`config.mk`:
```
export PLATFORM = sky130hd
export DESIGN_NAME = pcm_stream_linear_resampler_core
export DESIGN_NICKNAME = d
export VERILOG_FILES = /design/src/sv/prslr_pkg.sv /design/src/sv/pcm_stream_linear_resampler_core.sv /design/src/sv/prslr_ctrl.sv /design/src/sv/prslr_datapath.sv
export VERILOG_INCLUDE_DIRS = /design/src /design/src/sv
export SDC_FILE = /design/constraint.sdc
export NUM_CORES = 2
export LEC_CHECK = 0
export BUFFER_PORTS_ARGS = -buffer_cell sky130_fd_sc_hd__buf_4
export CAP_MARGIN = 0
export CORE_UTILIZATION = 65
export DETAILED_ROUTE_END_ITERATION = 6
export PLACE_DENSITY = 0.82
export RECOVER_POWER = 100
export SYNTH_ARGS = -nofsm -noshare
export SYNTH_HDL_FRONTEND = slang
export SYNTH_SLANG_ARGS = --single-unit
export TNS_END_PERCENT = 5
```
`constraint.sdc`:
```
create_clock -name clk -period 22 [get_ports clk]
set_clock_uncertainty 0.05 [all_clocks]
set_input_delay 2.2 -clock clk [delete_from_list [all_inputs] [get_ports clk]]
set_output_delay 2.2 -clock clk [all_outputs]
set_load 0.03 [all_outputs]
```
`src/sv/pcm_stream_linear_resampler_core_assert.svh`:
```
// Assertion macros used by the resampler datapath.
`ifndef PCM_STREAM_LINEAR_RESAMPLER_CORE_ASSERT_SVH
`define PCM_STREAM_LINEAR_RESAMPLER_CORE_ASSERT_SVH

// Same-cycle implication, disabled while in reset.
`define PRSLR_ASSERT_IMPL(label, clk, rst_n, ante, cons) \
    label: assert property (@(posedge clk) disable iff (!rst_n) (ante) |-> (cons)) \
        else $error("%m: same-cycle check failed");

// Next-cycle implication, disabled while in reset.
`define PRSLR_ASSERT_NEXT(label, clk, rst_n, ante, cons) \
    label: assert property (@(posedge clk) disable iff (!rst_n) (ante) |=> (cons)) \
        else $error("%m: next-cycle check failed");

`endif

```
`src/sv/prslr_pkg.sv`:
```
// ----------------------------------------------------------------------------
// prslr_pkg
// Shared widths, constants and controller/datapath interface types of the
// PCM stream linear resampler.
// ----------------------------------------------------------------------------
`timescale 1ns / 1ps

package prslr_pkg;

    localparam int SAMPLE_W   = 16;
    localparam int PHASE_W    = 19;
    localparam int STEP_W     = 18;
    localparam int CFG_IDX_W  = 2;
    localparam int CFG_DATA_W = 18;
    localparam int MAX_BURST  = 8;
    localparam int CNT_W      = $clog2(MAX_BURST + 1);

    localparam logic [CNT_W-1:0]   BURST_FULL = CNT_W'(MAX_BURST);
    localparam logic [CNT_W-1:0]   BURST_LAST = CNT_W'(MAX_BURST - 1);
    localparam logic [PHASE_W-1:0] PHASE_ONE  = PHASE_W'(32'h10000);

    localparam logic [CFG_IDX_W-1:0] CFG_PHASE_STEP  = 2'd0;
    localparam logic [CFG_IDX_W-1:0] CFG_STEREO      = 2'd1;
    localparam logic [CFG_IDX_W-1:0] CFG_SIXTEEN_BIT = 2'd2;

    localparam logic [STEP_W-1:0] PHASE_STEP_RST = STEP_W'(32'h10000);

    localparam logic ACTION_DATA    = 1'b0;
    localparam logic ACTION_RESTART = 1'b1;

    // controller -> datapath
    typedef struct packed {
        logic take;     // input transfer this cycle
        logic emit;     // load one output frame, advance phase
        logic finish;   // close the burst: wrap phase, move current to previous
    } cmd_t;

    // datapath -> controller
    typedef struct packed {
        logic frame_emit;    // incoming byte completes a primed frame
        logic phase_ge_one;
        logic burst_full;
        logic out_busy;      // output register holds a frame that is not taken
    } sts_t;

endpackage

```
`src/sv/pcm_stream_linear_resampler_core.sv`:
```
// PCM stream linear resampler. Takes one PCM byte per input transfer, builds
// 1, 2 or 4 byte source frames and emits stereo 16-bit frames interpolated
// between the previous and current source frame, stepping a Q16 phase by
// phase_step. A byte that does not complete a frame, a restart and the
// priming frame are each taken without stalling the input. After a completed
// frame the input is stalled while the controller emits its n output frames
// (up to eight), one per cycle while the output is not stalled, through the
// shared pair of interpolation multipliers, then closes the burst.
// ----------------------------------------------------------------------------
// pcm_stream_linear_resampler_core
// Top level: controller and datapath of the PCM byte stream resampler.
// ----------------------------------------------------------------------------
`timescale 1ns / 1ps

module pcm_stream_linear_resampler_core (
    input  logic                                  clk,
    input  logic                                  rst_n,
    input  logic                                  cfg_wr_en,
    input  logic [prslr_pkg::CFG_IDX_W-1:0]       cfg_index,
    input  logic [prslr_pkg::CFG_DATA_W-1:0]      cfg_data,
    input  logic                                  in_valid,
    output logic                                  in_stall,
    input  logic                                  action,
    input  logic [7:0]                            data_byte,
    output logic                                  out_valid,
    input  logic                                  out_stall,
    output logic signed [prslr_pkg::SAMPLE_W-1:0] left_sample,
    output logic signed [prslr_pkg::SAMPLE_W-1:0] right_sample,
    output logic                                  last
);

    prslr_pkg::cmd_t cmd;
    prslr_pkg::sts_t sts;

    prslr_ctrl u_ctrl (
        .clk      (clk),
        .rst_n    (rst_n),
        .in_valid (in_valid),
        .in_stall (in_stall),
        .sts      (sts),
        .cmd      (cmd)
    );

    prslr_datapath u_datapath (
        .clk          (clk),
        .rst_n        (rst_n),
        .cfg_wr_en    (cfg_wr_en),
        .cfg_index    (cfg_index),
        .cfg_data     (cfg_data),
        .action       (action),
        .data_byte    (data_byte),
        .cmd          (cmd),
        .sts          (sts),
        .out_valid    (out_valid),
        .out_stall    (out_stall),
        .left_sample  (left_sample),
        .right_sample (right_sample),
        .last         (last)
    );

endmodule

```
`src/sv/prslr_ctrl.sv`:
```
// ----------------------------------------------------------------------------
// prslr_ctrl
// Controller: takes input bytes and sequences the output burst of each
// completed source frame.
// ----------------------------------------------------------------------------
`timescale 1ns / 1ps

module prslr_ctrl (
    input  logic             clk,
    input  logic             rst_n,
    input  logic             in_valid,
    output logic             in_stall,
    input  prslr_pkg::sts_t  sts,
    output prslr_pkg::cmd_t  cmd
);

    typedef enum logic {
        ST_IDLE,
        ST_EMIT
    } state_t;

    state_t state_reg;
    state_t state_next;
    logic   in_stall_reg;

    always_comb
    begin
        state_next = state_reg;
        cmd        = '0;
        case (state_reg)
            ST_IDLE:
            begin
                cmd.take = in_valid;
                if (in_valid && sts.frame_emit)
                begin
                    state_next = ST_EMIT;
                end
            end
            ST_EMIT:
            begin
                if (sts.phase_ge_one || sts.burst_full)
                begin
                    cmd.finish = 1'b1;
                    state_next = ST_IDLE;
                end
                else if (!sts.out_busy)
                begin
                    cmd.emit = 1'b1;
                end
            end
            default:
            begin
                state_next = ST_IDLE;
            end
        endcase
    end

    always_ff @(posedge clk or negedge rst_n)
    begin
        if (!rst_n)
        begin
            state_reg    <= ST_IDLE;
            in_stall_reg <= 1'b0;
        end
        else
        begin
            state_reg    <= state_next;
            in_stall_reg <= (state_next != ST_IDLE);
        end
    end

    assign in_stall = in_stall_reg;

endmodule

```
`src/sv/prslr_datapath.sv`:
```
// ----------------------------------------------------------------------------
// prslr_datapath
// Datapath: configuration registers, frame assembly, previous/current frame
// registers, phase accumulator, interpolation multipliers and output register.
// ----------------------------------------------------------------------------
`timescale 1ns / 1ps

`include "pcm_stream_linear_resampler_core_assert.svh"

module prslr_datapath (
    input  logic                                  clk,
    input  logic                                  rst_n,
    input  logic                                  cfg_wr_en,
    input  logic [prslr_pkg::CFG_IDX_W-1:0]       cfg_index,
    input  logic [prslr_pkg::CFG_DATA_W-1:0]      cfg_data,
    input  logic                                  action,
    input  logic [7:0]                            data_byte,
    input  prslr_pkg::cmd_t                       cmd,
    output prslr_pkg::sts_t                       sts,
    output logic                                  out_valid,
    input  logic                                  out_stall,
    output logic signed [prslr_pkg::SAMPLE_W-1:0] left_sample,
    output logic signed [prslr_pkg::SAMPLE_W-1:0] right_sample,
    output logic                                  last
);

    logic [prslr_pkg::STEP_W-1:0]   phase_step_reg;
    logic                           stereo_reg;
    logic                           sixteen_bit_reg;

    logic [7:0]                     frame_bytes_reg [3];
    logic [1:0]                     byte_count_reg;
    logic                           primed_reg;
    logic [prslr_pkg::PHASE_W-1:0]  phase_acc_reg;
    logic [prslr_pkg::CNT_W-1:0]    burst_cnt_reg;
    logic signed [15:0]             prev_left_reg;
    logic signed [15:0]             prev_right_reg;
    logic signed [15:0]             cur_left_reg;
    logic signed [15:0]             cur_right_reg;

    logic                           out_valid_reg;
    logic signed [15:0]             out_left_reg;
    logic signed [15:0]             out_right_reg;
    logic                           out_last_reg;

    logic [7:0]                     b0, b1, b2, b3;
    logic [1:0]                     size_m1;
    logic                           frame_done;
    logic signed [15:0]             frame_left;
    logic signed [15:0]             frame_right;
    logic signed [16:0]             diff_left;
    logic signed [16:0]             diff_right;
    logic signed [16:0]             weight;
    logic signed [33:0]             prod_left;
    logic signed [33:0]             prod_right;
    logic [prslr_pkg::PHASE_W-1:0]  phase_next;
    logic                           last_next;

    // ---- frame assembly ----
    always_comb
    begin
        b0 = (byte_count_reg == 2'd0) ? data_byte : frame_bytes_reg[0];
        b1 = (byte_count_reg == 2'd1) ? data_byte : frame_bytes_reg[1];
        b2 = (byte_count_reg == 2'd2) ? data_byte : frame_bytes_reg[2];
        b3 = (byte_count_reg == 2'd3) ? data_byte : 8'h00;
        // frame size minus one: 0, 1, 1 or 3 bytes
        size_m1    = {stereo_reg & sixteen_bit_reg, stereo_reg | sixteen_bit_reg};
        frame_done = (byte_count_reg >= size_m1);
        if (sixteen_bit_reg)
        begin
            frame_left  = {b1, b0};
            frame_right = stereo_reg ? {b3, b2} : {b1, b0};
        end
        else
        begin
            // (b - 128) * 256: flip the top bit into the high byte
            frame_left  = {b0 ^ 8'h80, 8'h00};
            frame_right = stereo_reg ? {b1 ^ 8'h80, 8'h00} : {b0 ^ 8'h80, 8'h00};
        end
    end

    // ---- interpolation: prev + floor((cur - prev) * phase / 2^16) ----
    always_comb
    begin
        diff_left  = 17'(cur_left_reg) - 17'(prev_left_reg);
        diff_right = 17'(cur_right_reg) - 17'(prev_right_reg);
        weight     = $signed({1'b0, phase_acc_reg[15:0]});
        prod_left  = 34'(diff_left) * 34'(weight);
        prod_right = 34'(diff_right) * 34'(weight);
        phase_next = phase_acc_reg + prslr_pkg::PHASE_W'(phase_step_reg);
        last_next  = (phase_next[18:16] != 3'd0) || (burst_cnt_reg == prslr_pkg::BURST_LAST);
    end

    always_comb
    begin
        sts.frame_emit   = (action == prslr_pkg::ACTION_DATA) && frame_done && primed_reg;
        sts.phase_ge_one = (phase_acc_reg[18:16] != 3'd0);
        sts.burst_full   = (burst_cnt_reg == prslr_pkg::BURST_FULL);
        sts.out_busy     = out_valid_reg && out_stall;
    end

    // ---- configuration ----
    always_ff @(posedge clk or negedge rst_n)
    begin
        if (!rst_n)
        begin
            phase_step_reg  <= prslr_pkg::PHASE_STEP_RST;
            stereo_reg      <= 1'b1;
            sixteen_bit_reg <= 1'b1;
        end
        else if (cfg_wr_en)
        begin
            case (cfg_index)
                prslr_pkg::CFG_PHASE_STEP:  phase_step_reg  <= cfg_data;
                prslr_pkg::CFG_STEREO:      stereo_reg      <= cfg_data[0];
                prslr_pkg::CFG_SIXTEEN_BIT: sixteen_bit_reg <= cfg_data[0];
                default:                    ;
            endcase
        end
    end

    // ---- stream state ----
    always_ff @(posedge clk or negedge rst_n)
    begin
        if (!rst_n)
        begin
            for (int i = 0; i < 3; i++)
            begin
                frame_bytes_reg[i] <= 8'h00;
            end
            byte_count_reg <= 2'd0;
            primed_reg     <= 1'b0;
            phase_acc_reg  <= '0;
            burst_cnt_reg  <= '0;
            prev_left_reg  <= '0;
            prev_right_reg <= '0;
            cur_left_reg   <= '0;
            cur_right_reg  <= '0;
        end
        else if (cmd.take)
        begin
            if (action == prslr_pkg::ACTION_RESTART)
            begin
                byte_count_reg <= 2'd0;
                primed_reg     <= 1'b0;
                phase_acc_reg  <= '0;
            end
            else if (!frame_done)
            begin
                for (int i = 0; i < 3; i++)
                begin
                    if (byte_count_reg == 2'(i))
                    begin
                        frame_bytes_reg[i] <= data_byte;
                    end
                end
                byte_count_reg <= byte_count_reg + 2'd1;
            end
            else
            begin
                byte_count_reg <= 2'd0;
                if (!primed_reg)
                begin
                    prev_left_reg  <= frame_left;
                    prev_right_reg <= frame_right;
                    primed_reg     <= 1'b1;
                end
                else
                begin
                    cur_left_reg  <= frame_left;
                    cur_right_reg <= frame_right;
                    burst_cnt_reg <= '0;
                end
            end
        end
        else if (cmd.emit)
        begin
            phase_acc_reg <= phase_next;
            burst_cnt_reg <= burst_cnt_reg + prslr_pkg::CNT_W'(1);
        end
        else if (cmd.finish)
        begin
            // wrap once; a burst cut short below 1.0 keeps its phase
            if (sts.phase_ge_one)
            begin
                phase_acc_reg <= phase_acc_reg - prslr_pkg::PHASE_ONE;
            end
            prev_left_reg  <= cur_left_reg;
            prev_right_reg <= cur_right_reg;
        end
    end

    // ---- output register ----
    always_ff @(posedge clk or negedge rst_n)
    begin
        if (!rst_n)
        begin
            out_valid_reg <= 1'b0;
        end
        else if (cmd.emit)
        begin
            out_valid_reg <= 1'b1;
        end
        else if (!out_stall)
        begin
            out_valid_reg <= 1'b0;
        end
    end

    always_ff @(posedge clk)
    begin
        if (cmd.emit)
        begin
            out_left_reg  <= prev_left_reg + prod_left[31:16];
            out_right_reg <= prev_right_reg + prod_right[31:16];
            out_last_reg  <= last_next;
        end
    end

    assign out_valid    = out_valid_reg;
    assign left_sample  = out_left_reg;
    assign right_sample = out_right_reg;
    assign last         = out_last_reg;

    `PRSLR_ASSERT_IMPL(a_burst_bound, clk, rst_n, 1'b1, burst_cnt_reg <= prslr_pkg::BURST_FULL)
    `PRSLR_ASSERT_NEXT(a_last_ends_burst, clk, rst_n, cmd.emit && last_next, sts.phase_ge_one || sts.burst_full)
    `PRSLR_ASSERT_NEXT(a_restart_clears, clk, rst_n, cmd.take && action == prslr_pkg::ACTION_RESTART, !primed_reg && phase_acc_reg == '0 && byte_count_reg == 2'd0)
    `PRSLR_ASSERT_IMPL(a_emit_slot_free, clk, rst_n, cmd.emit, !(out_valid_reg && out_stall) && !sts.phase_ge_one)

endmodule

```
* Word level (Yosys, flattened, before mapping)
Index checks and enable logic that the tools add are counted.
** Cells by class
- Equal/unequal tests :: 14
- Reductions and logical operators :: 24
- Mux-type cells :: 44
- $add $sub $neg :: 8
- Bitwise logic cells :: 7
- Order comparisons :: 1
- Multipliers :: 2
** Operators by type and width (number)
- 2-to-1 mux 16 bit :: 16
- 2-to-1 mux 19 bit :: 5
- multiplier 17 x 17 -> 32 bit :: 2
- subtractor 16 x 16 -> 17 bit :: 2
- adder 16 bit :: 2
- 2-to-1 mux 8 bit :: 4
- 2-to-1 mux 4 bit :: 5
- adder 19 x 18 -> 19 bit :: 1
- subtractor 19 x 17 -> 19 bit (second input constant) :: 1
- nonzero test 3 bit :: 4
- 2-to-1 mux 1 bit :: 10
- != test 2 x 1 -> 1 bit (second input constant) :: 4
- AND reduction 2 bit :: 4
- AND reduction 4 bit :: 2
- == test 2 bit (second input constant) :: 3
- 2-to-1 mux 2 bit :: 3
- != test 2 bit (second input constant) :: 3
- AND reduction 3 bit :: 2
- nonzero test 2 bit :: 3
- inverter 1 bit :: 5
- AND reduction 5 bit :: 1
- adder 4 x 1 -> 4 bit (second input constant) :: 1
- == test 2 x 1 -> 1 bit (second input constant) :: 2
- == test 4 x 3 -> 1 bit (second input constant) :: 1
- other kinds (9) :: 14
** Storage, ports and cells
- Output and inout port bits :: 35
- Register bits after elaboration :: 169
- Bits of input ports :: 34
- Logic and storage cells :: 119

* Depth between registers and ports, before layout
- Word-level depth :: 9
- Mapped depth :: 44
- Mapped depth without buffers :: 44

* Modules after synthesis
From an unflattened synthesis, not the netlist that was laid out.
** Unflattened totals
- Cells, all modules :: 3540
- Area total of the unflattened synthesis :: 31549.0 um^2
** By module, submodules not included
- prslr_datapath :: cells each 3533, area an instance 31481.4 um^2, seq. area each 4372.9 um^2, times used 1
- prslr_ctrl :: cells each 7, area an instance 67.6 um^2, seq. area each 25.0 um^2, times used 1

* Least setup slack after synthesis
OpenSTA, ideal clock, no wires.
- Path kind :: reg2reg
- Start :: register u_datapath.prev_left_reg[1]
- End :: register u_datapath.out_left_reg[15], in the netlist u_datapath.left_sample[15], data pin
- Period minus slack after synthesis :: 9618 ps
- Arrival :: 9300 ps
- Setup time :: 268 ps
- Data required time :: 21682 ps
- Buffers on the path :: 1
- Cell stages (with the launch flop) :: 42
- Slack :: 12382 ps
- Path through :: dfrtp_1 -> inv_1 -> ha_1 -> nor2b_1 -> o21ai_1 -> a21boi_1 -> o21ai_1 -> a211oi_1 -> nor3_2 -> nor3_1 -> o31a_1 -> or3_1 -> clkbuf_1 -> and3_1 -> fa_1 -> inv_1 -> fa_1 -> fa_1 -> [... 6 more ...] -> ha_1 -> a21oi_1 -> o21bai_1 -> a21o_1 -> a221o_1 -> and2_1 -> o21a_1 -> nor2_1 -> ha_1 -> a21oi_1 -> o21ai_0 -> nand2_1 -> o21ai_1 -> or4_1 -> a41o_1 -> a21oi_1 -> xnor2_1 -> xnor3_1
** Between the ends
- Longest elaborated chain between the ends :: 3
** RTL lines
- start, declared :: line prslr_datapath.sv:36 : logic signed [15:0] prev_left_reg;
- start signal, assigned :: line prslr_datapath.sv:164 : prev_left_reg <= frame_left;
- start signal, assigned :: line prslr_datapath.sv:188 : prev_left_reg <= cur_left_reg;
- subtractor 16 x 16 -> 17 bit :: line prslr_datapath.sv:85 : diff_left = 17'(cur_left_reg) - 17'(prev_left_reg);
- multiplier 17 x 17 -> 32 bit :: line prslr_datapath.sv:88 : prod_left = 34'(diff_left) * 34'(weight);
- adder 16 bit * :: line prslr_datapath.sv:214 : out_left_reg <= prev_left_reg + prod_left[31:16];
- end signal, assigned :: line prslr_datapath.sv:214
- end, declared :: line prslr_datapath.sv:42 : logic signed [15:0] out_left_reg;
Every way passes the cells marked *; elsewhere a longest branch is shown, timed or not.
A chain may end at the register's enable or synchronous reset.

* Worst setup path after layout
Same ends and word-level chain as after synthesis.

==> reports/metrics.csv <==
stage,metric,value,unit
status,outcome,"finished, violations left",
status,violations,"max-capacitance violations, max-slew violations",
global_routing,grt_overflow,0,
global_routing,grt_max_degree,73,
yosys,synth_xor_area_share,3.600,%
yosys,netlist.area_leader.share,35.63,%
floorplanning,coreArea,45480,sq um
drt,viasPerCell,5.851,
yosys,synth-compound-area-share,8.045,%
yosys,avgSynthCellArea,9.154,sq um
floorplanning,io_pins,69,
yosys,synth-seq-cells,169,
final_layout,regArea,4399,sq um
worst_setup_path,crit_path_start_kind,flop,
yosys,ys_types,67,
clock_network,post-cts-setup-buffer-count,0,
flow_run,drv_cap,5,
worst_setup_path,r2r_cells,38,
clock_network,root_buffer,clkbuf_16,
clock_network,insertion_delay,0.47,ns
drt,drtAntennaViolNets,0,
timing,setup_viol,0,
timing,tns,0,ns
worst_setup_path,arrival,11.46,ns
worst_setup_path,worst_ep_required_time,22.16,ns
final_layout,postLayoutCellArea,31590,sq um
yosys,synth_top_family_by_area,adder cells,
worst_hold_path,hold_end,u_datapath.out_valid,
global_routing,first_global_vias,24800,
timing,post-route-period-util,51.36,%
worst_setup_path,cpMostUsedCell,fa_1,
timing,min_period,11.30,ns
final_layout,layout_commonest_cell,inv_1,
yosys,synth_edf_count,33,
yosys,ys.warnings.count,0,
final_layout,area_growth_syn_to_layout,5.094,%
timing,rsz0062_at_grt,no,
yosys,async_reset_ff_share,80.47,%
worst_hold_path,holdPathStages,2,
timing,fmax,88.51,MHz
floorplanning,die_w,217.1,um
drt,dr.pass1.iters,6,
clock_network,htreeDepth,4,
floorplanning,fp.dieH,217.1,um
yosys,ys_seq_area_share,14.63,%
place,gp_congestion,0.9405,
final_layout,drive_gt1_share,5.148,%
clock_network,cts_tree,done,
global_routing,antenna_found_initial,1,
worst_setup_path,rr_startpoint,u_datapath.prev_left_reg[1],
worst_hold_path,worstHoldStart,u_datapath.out_valid,
yosys,syn_nets,4109,
floorplanning,initial_core_util,66.10,%
timing,maxSlewHeadroom,-174.9,%
yosys,synthCells,3284,
floorplanning,dieArea,47120,sq um
clock_network,hold_buffers,0,
drt,drt-initial-drc-count,1726,
clock_network,post_cts_resized,0,
global_routing,grt_pass1_wl,123600,um
place,place_hpwl,57800,um
worst_setup_path,rrSetupSlack,10.70,ns
drt,wirelength,73880,um
global_routing,track_usage,33.47,%
floorplanning,rows,78,
worst_setup_path,cp_slowest_stage_delay,0.70,ns
clock_network,cts_buffer_depth,2,
yosys,synth_area_leader_cell,fa_1,
place,port_buffers,68,
yosys,dominantRegCellSynth,dfrtp_1,
yosys,yosys.area_share.simple,14.21,%
final_layout,multiInputGateArea,22380,sq um
clock_network,cts.sinks,169,
yosys,synth_mux_area_share,2.289,%
drt,wl_per_cell,18.92,um
worst_setup_path,crit_path_end_kind,flop,
final_layout,largest_register_ffs,24,
yosys,synth_area_leaders,"fa_1 (36%), dfrtp_1 (11%), ha_1 (11%)",
clock_network,cts.reportedPaths.clkPinSlew,0.07,ns
final_layout,final_cell_mix,"inv_1 (741), fa_1 (535), nand2_1 (389), ha_1 (256), and2_1 (203)",
worst_setup_path,r2r-end,u_datapath.left_sample[15],
drt,vias,22840,
timing,finalMaxSlewViolations,292,
place,place_area,31260,sq um
timing,timing.hold.ws,0.4534,ns
timing,finalHoldViolCount,0,
worst_setup_path,cp_max_fo,16,
final_layout,fin_nets,4114,
worst_hold_path,hp-class,flop to flop,
yosys,syn_area,30060,sq um
worst_setup_path,crit_type,flop to flop,
clock_network,numCtsBuffers,17,
final_layout,nFillCells,3465,
worst_setup_path,cpMaxStageDelayCell,clkbuf_1,
yosys,synthAdderAreaFrac,46.28,%
timing,worst_slack,10.70,ns
place,post-place-ws,11.37,ns
timing,worstMarginPinSlew,4.123,ns
drt,drc_errors,0,
## cells by family after synthesis
logic type               Yosys count
XOR/XNOR                         122
AND/OR/NAND/NOR                  880
multiplexers                      63
adder cells (fa/ha/maj)          791
AO/OA/AOI/OAI                    383
buffers and inverters            876
flip-flops                       169
## how the worst max path moves through the flow
stage,start,end,slack [ns],cells after the start
floorplan,u_datapath.prev_left_reg[1],u_datapath.left_sample[15],12.38,41
global placement,u_datapath.prev_left_reg[1],u_datapath.left_sample[15],11.71,40
detailed placement,u_datapath.prev_left_reg[1],u_datapath.left_sample[15],11.37,40
CTS,u_datapath.prev_left_reg[1],u_datapath.left_sample[15],11.32,40
global route,u_datapath.prev_left_reg[1],u_datapath.left_sample[15],9.95,38
finish,u_datapath.prev_left_reg[1],u_datapath.left_sample[15],10.70,38
## worst max-delay path, delay by kind of cell, from the launching register on
family	cells	cell delay (ns)
compound gates	14	3.36
flops	1	0.46
xor+xnor	3	0.65
simple gates	7	1.67
buf+inv	5	0.95
fa+ha+maj	9	3.88
## cell usage after synthesis, drive strengths merged, types with 30 or more instances
master and count:
a21o 30, a21oi 108, and2 206, clkbuf 125, dfrtp 133, edfxtp 33, fa 535, ha 256
inv 741, mux2 46, nand2 389, nand3 48, nor2 90, nor2b 50, o21ai 114, xnor2 95
## routing by layer
metal	GRT usage, %	part of all wire [%]	vias up
li1	-	-	10030
met4	16.90	5.2	0
met2	55.06	49	1004
met1	43.24	39	11580
met5	0	0	-
met3	5.185	7.4	228
## metrics by stage
step           util [%]  std cells
6_report          69.47       3904
5_1_grt           69.46       3902
4_1_cts           69.98       3902
3_5_place_dp      68.73       3870
3_3_place_gp      68.73       3870
2_1_floorplan         -       3284
## final cells by class
class	instances	share of cell area [%]
Multi-Input combinational cell	2239	70.82
Sequential cell	169	13.92
Inverter	743	8.827
Tap cell	600	2.376
Timing Repair Buffer	119	2.234
Clock buffer	18	1.358
Clock inverter	14	0.4396
Antenna cell	2	0.01584
Power is not shown: default switching activity piles up to over one toggle a cycle in this logic, so the estimate is an artifact.
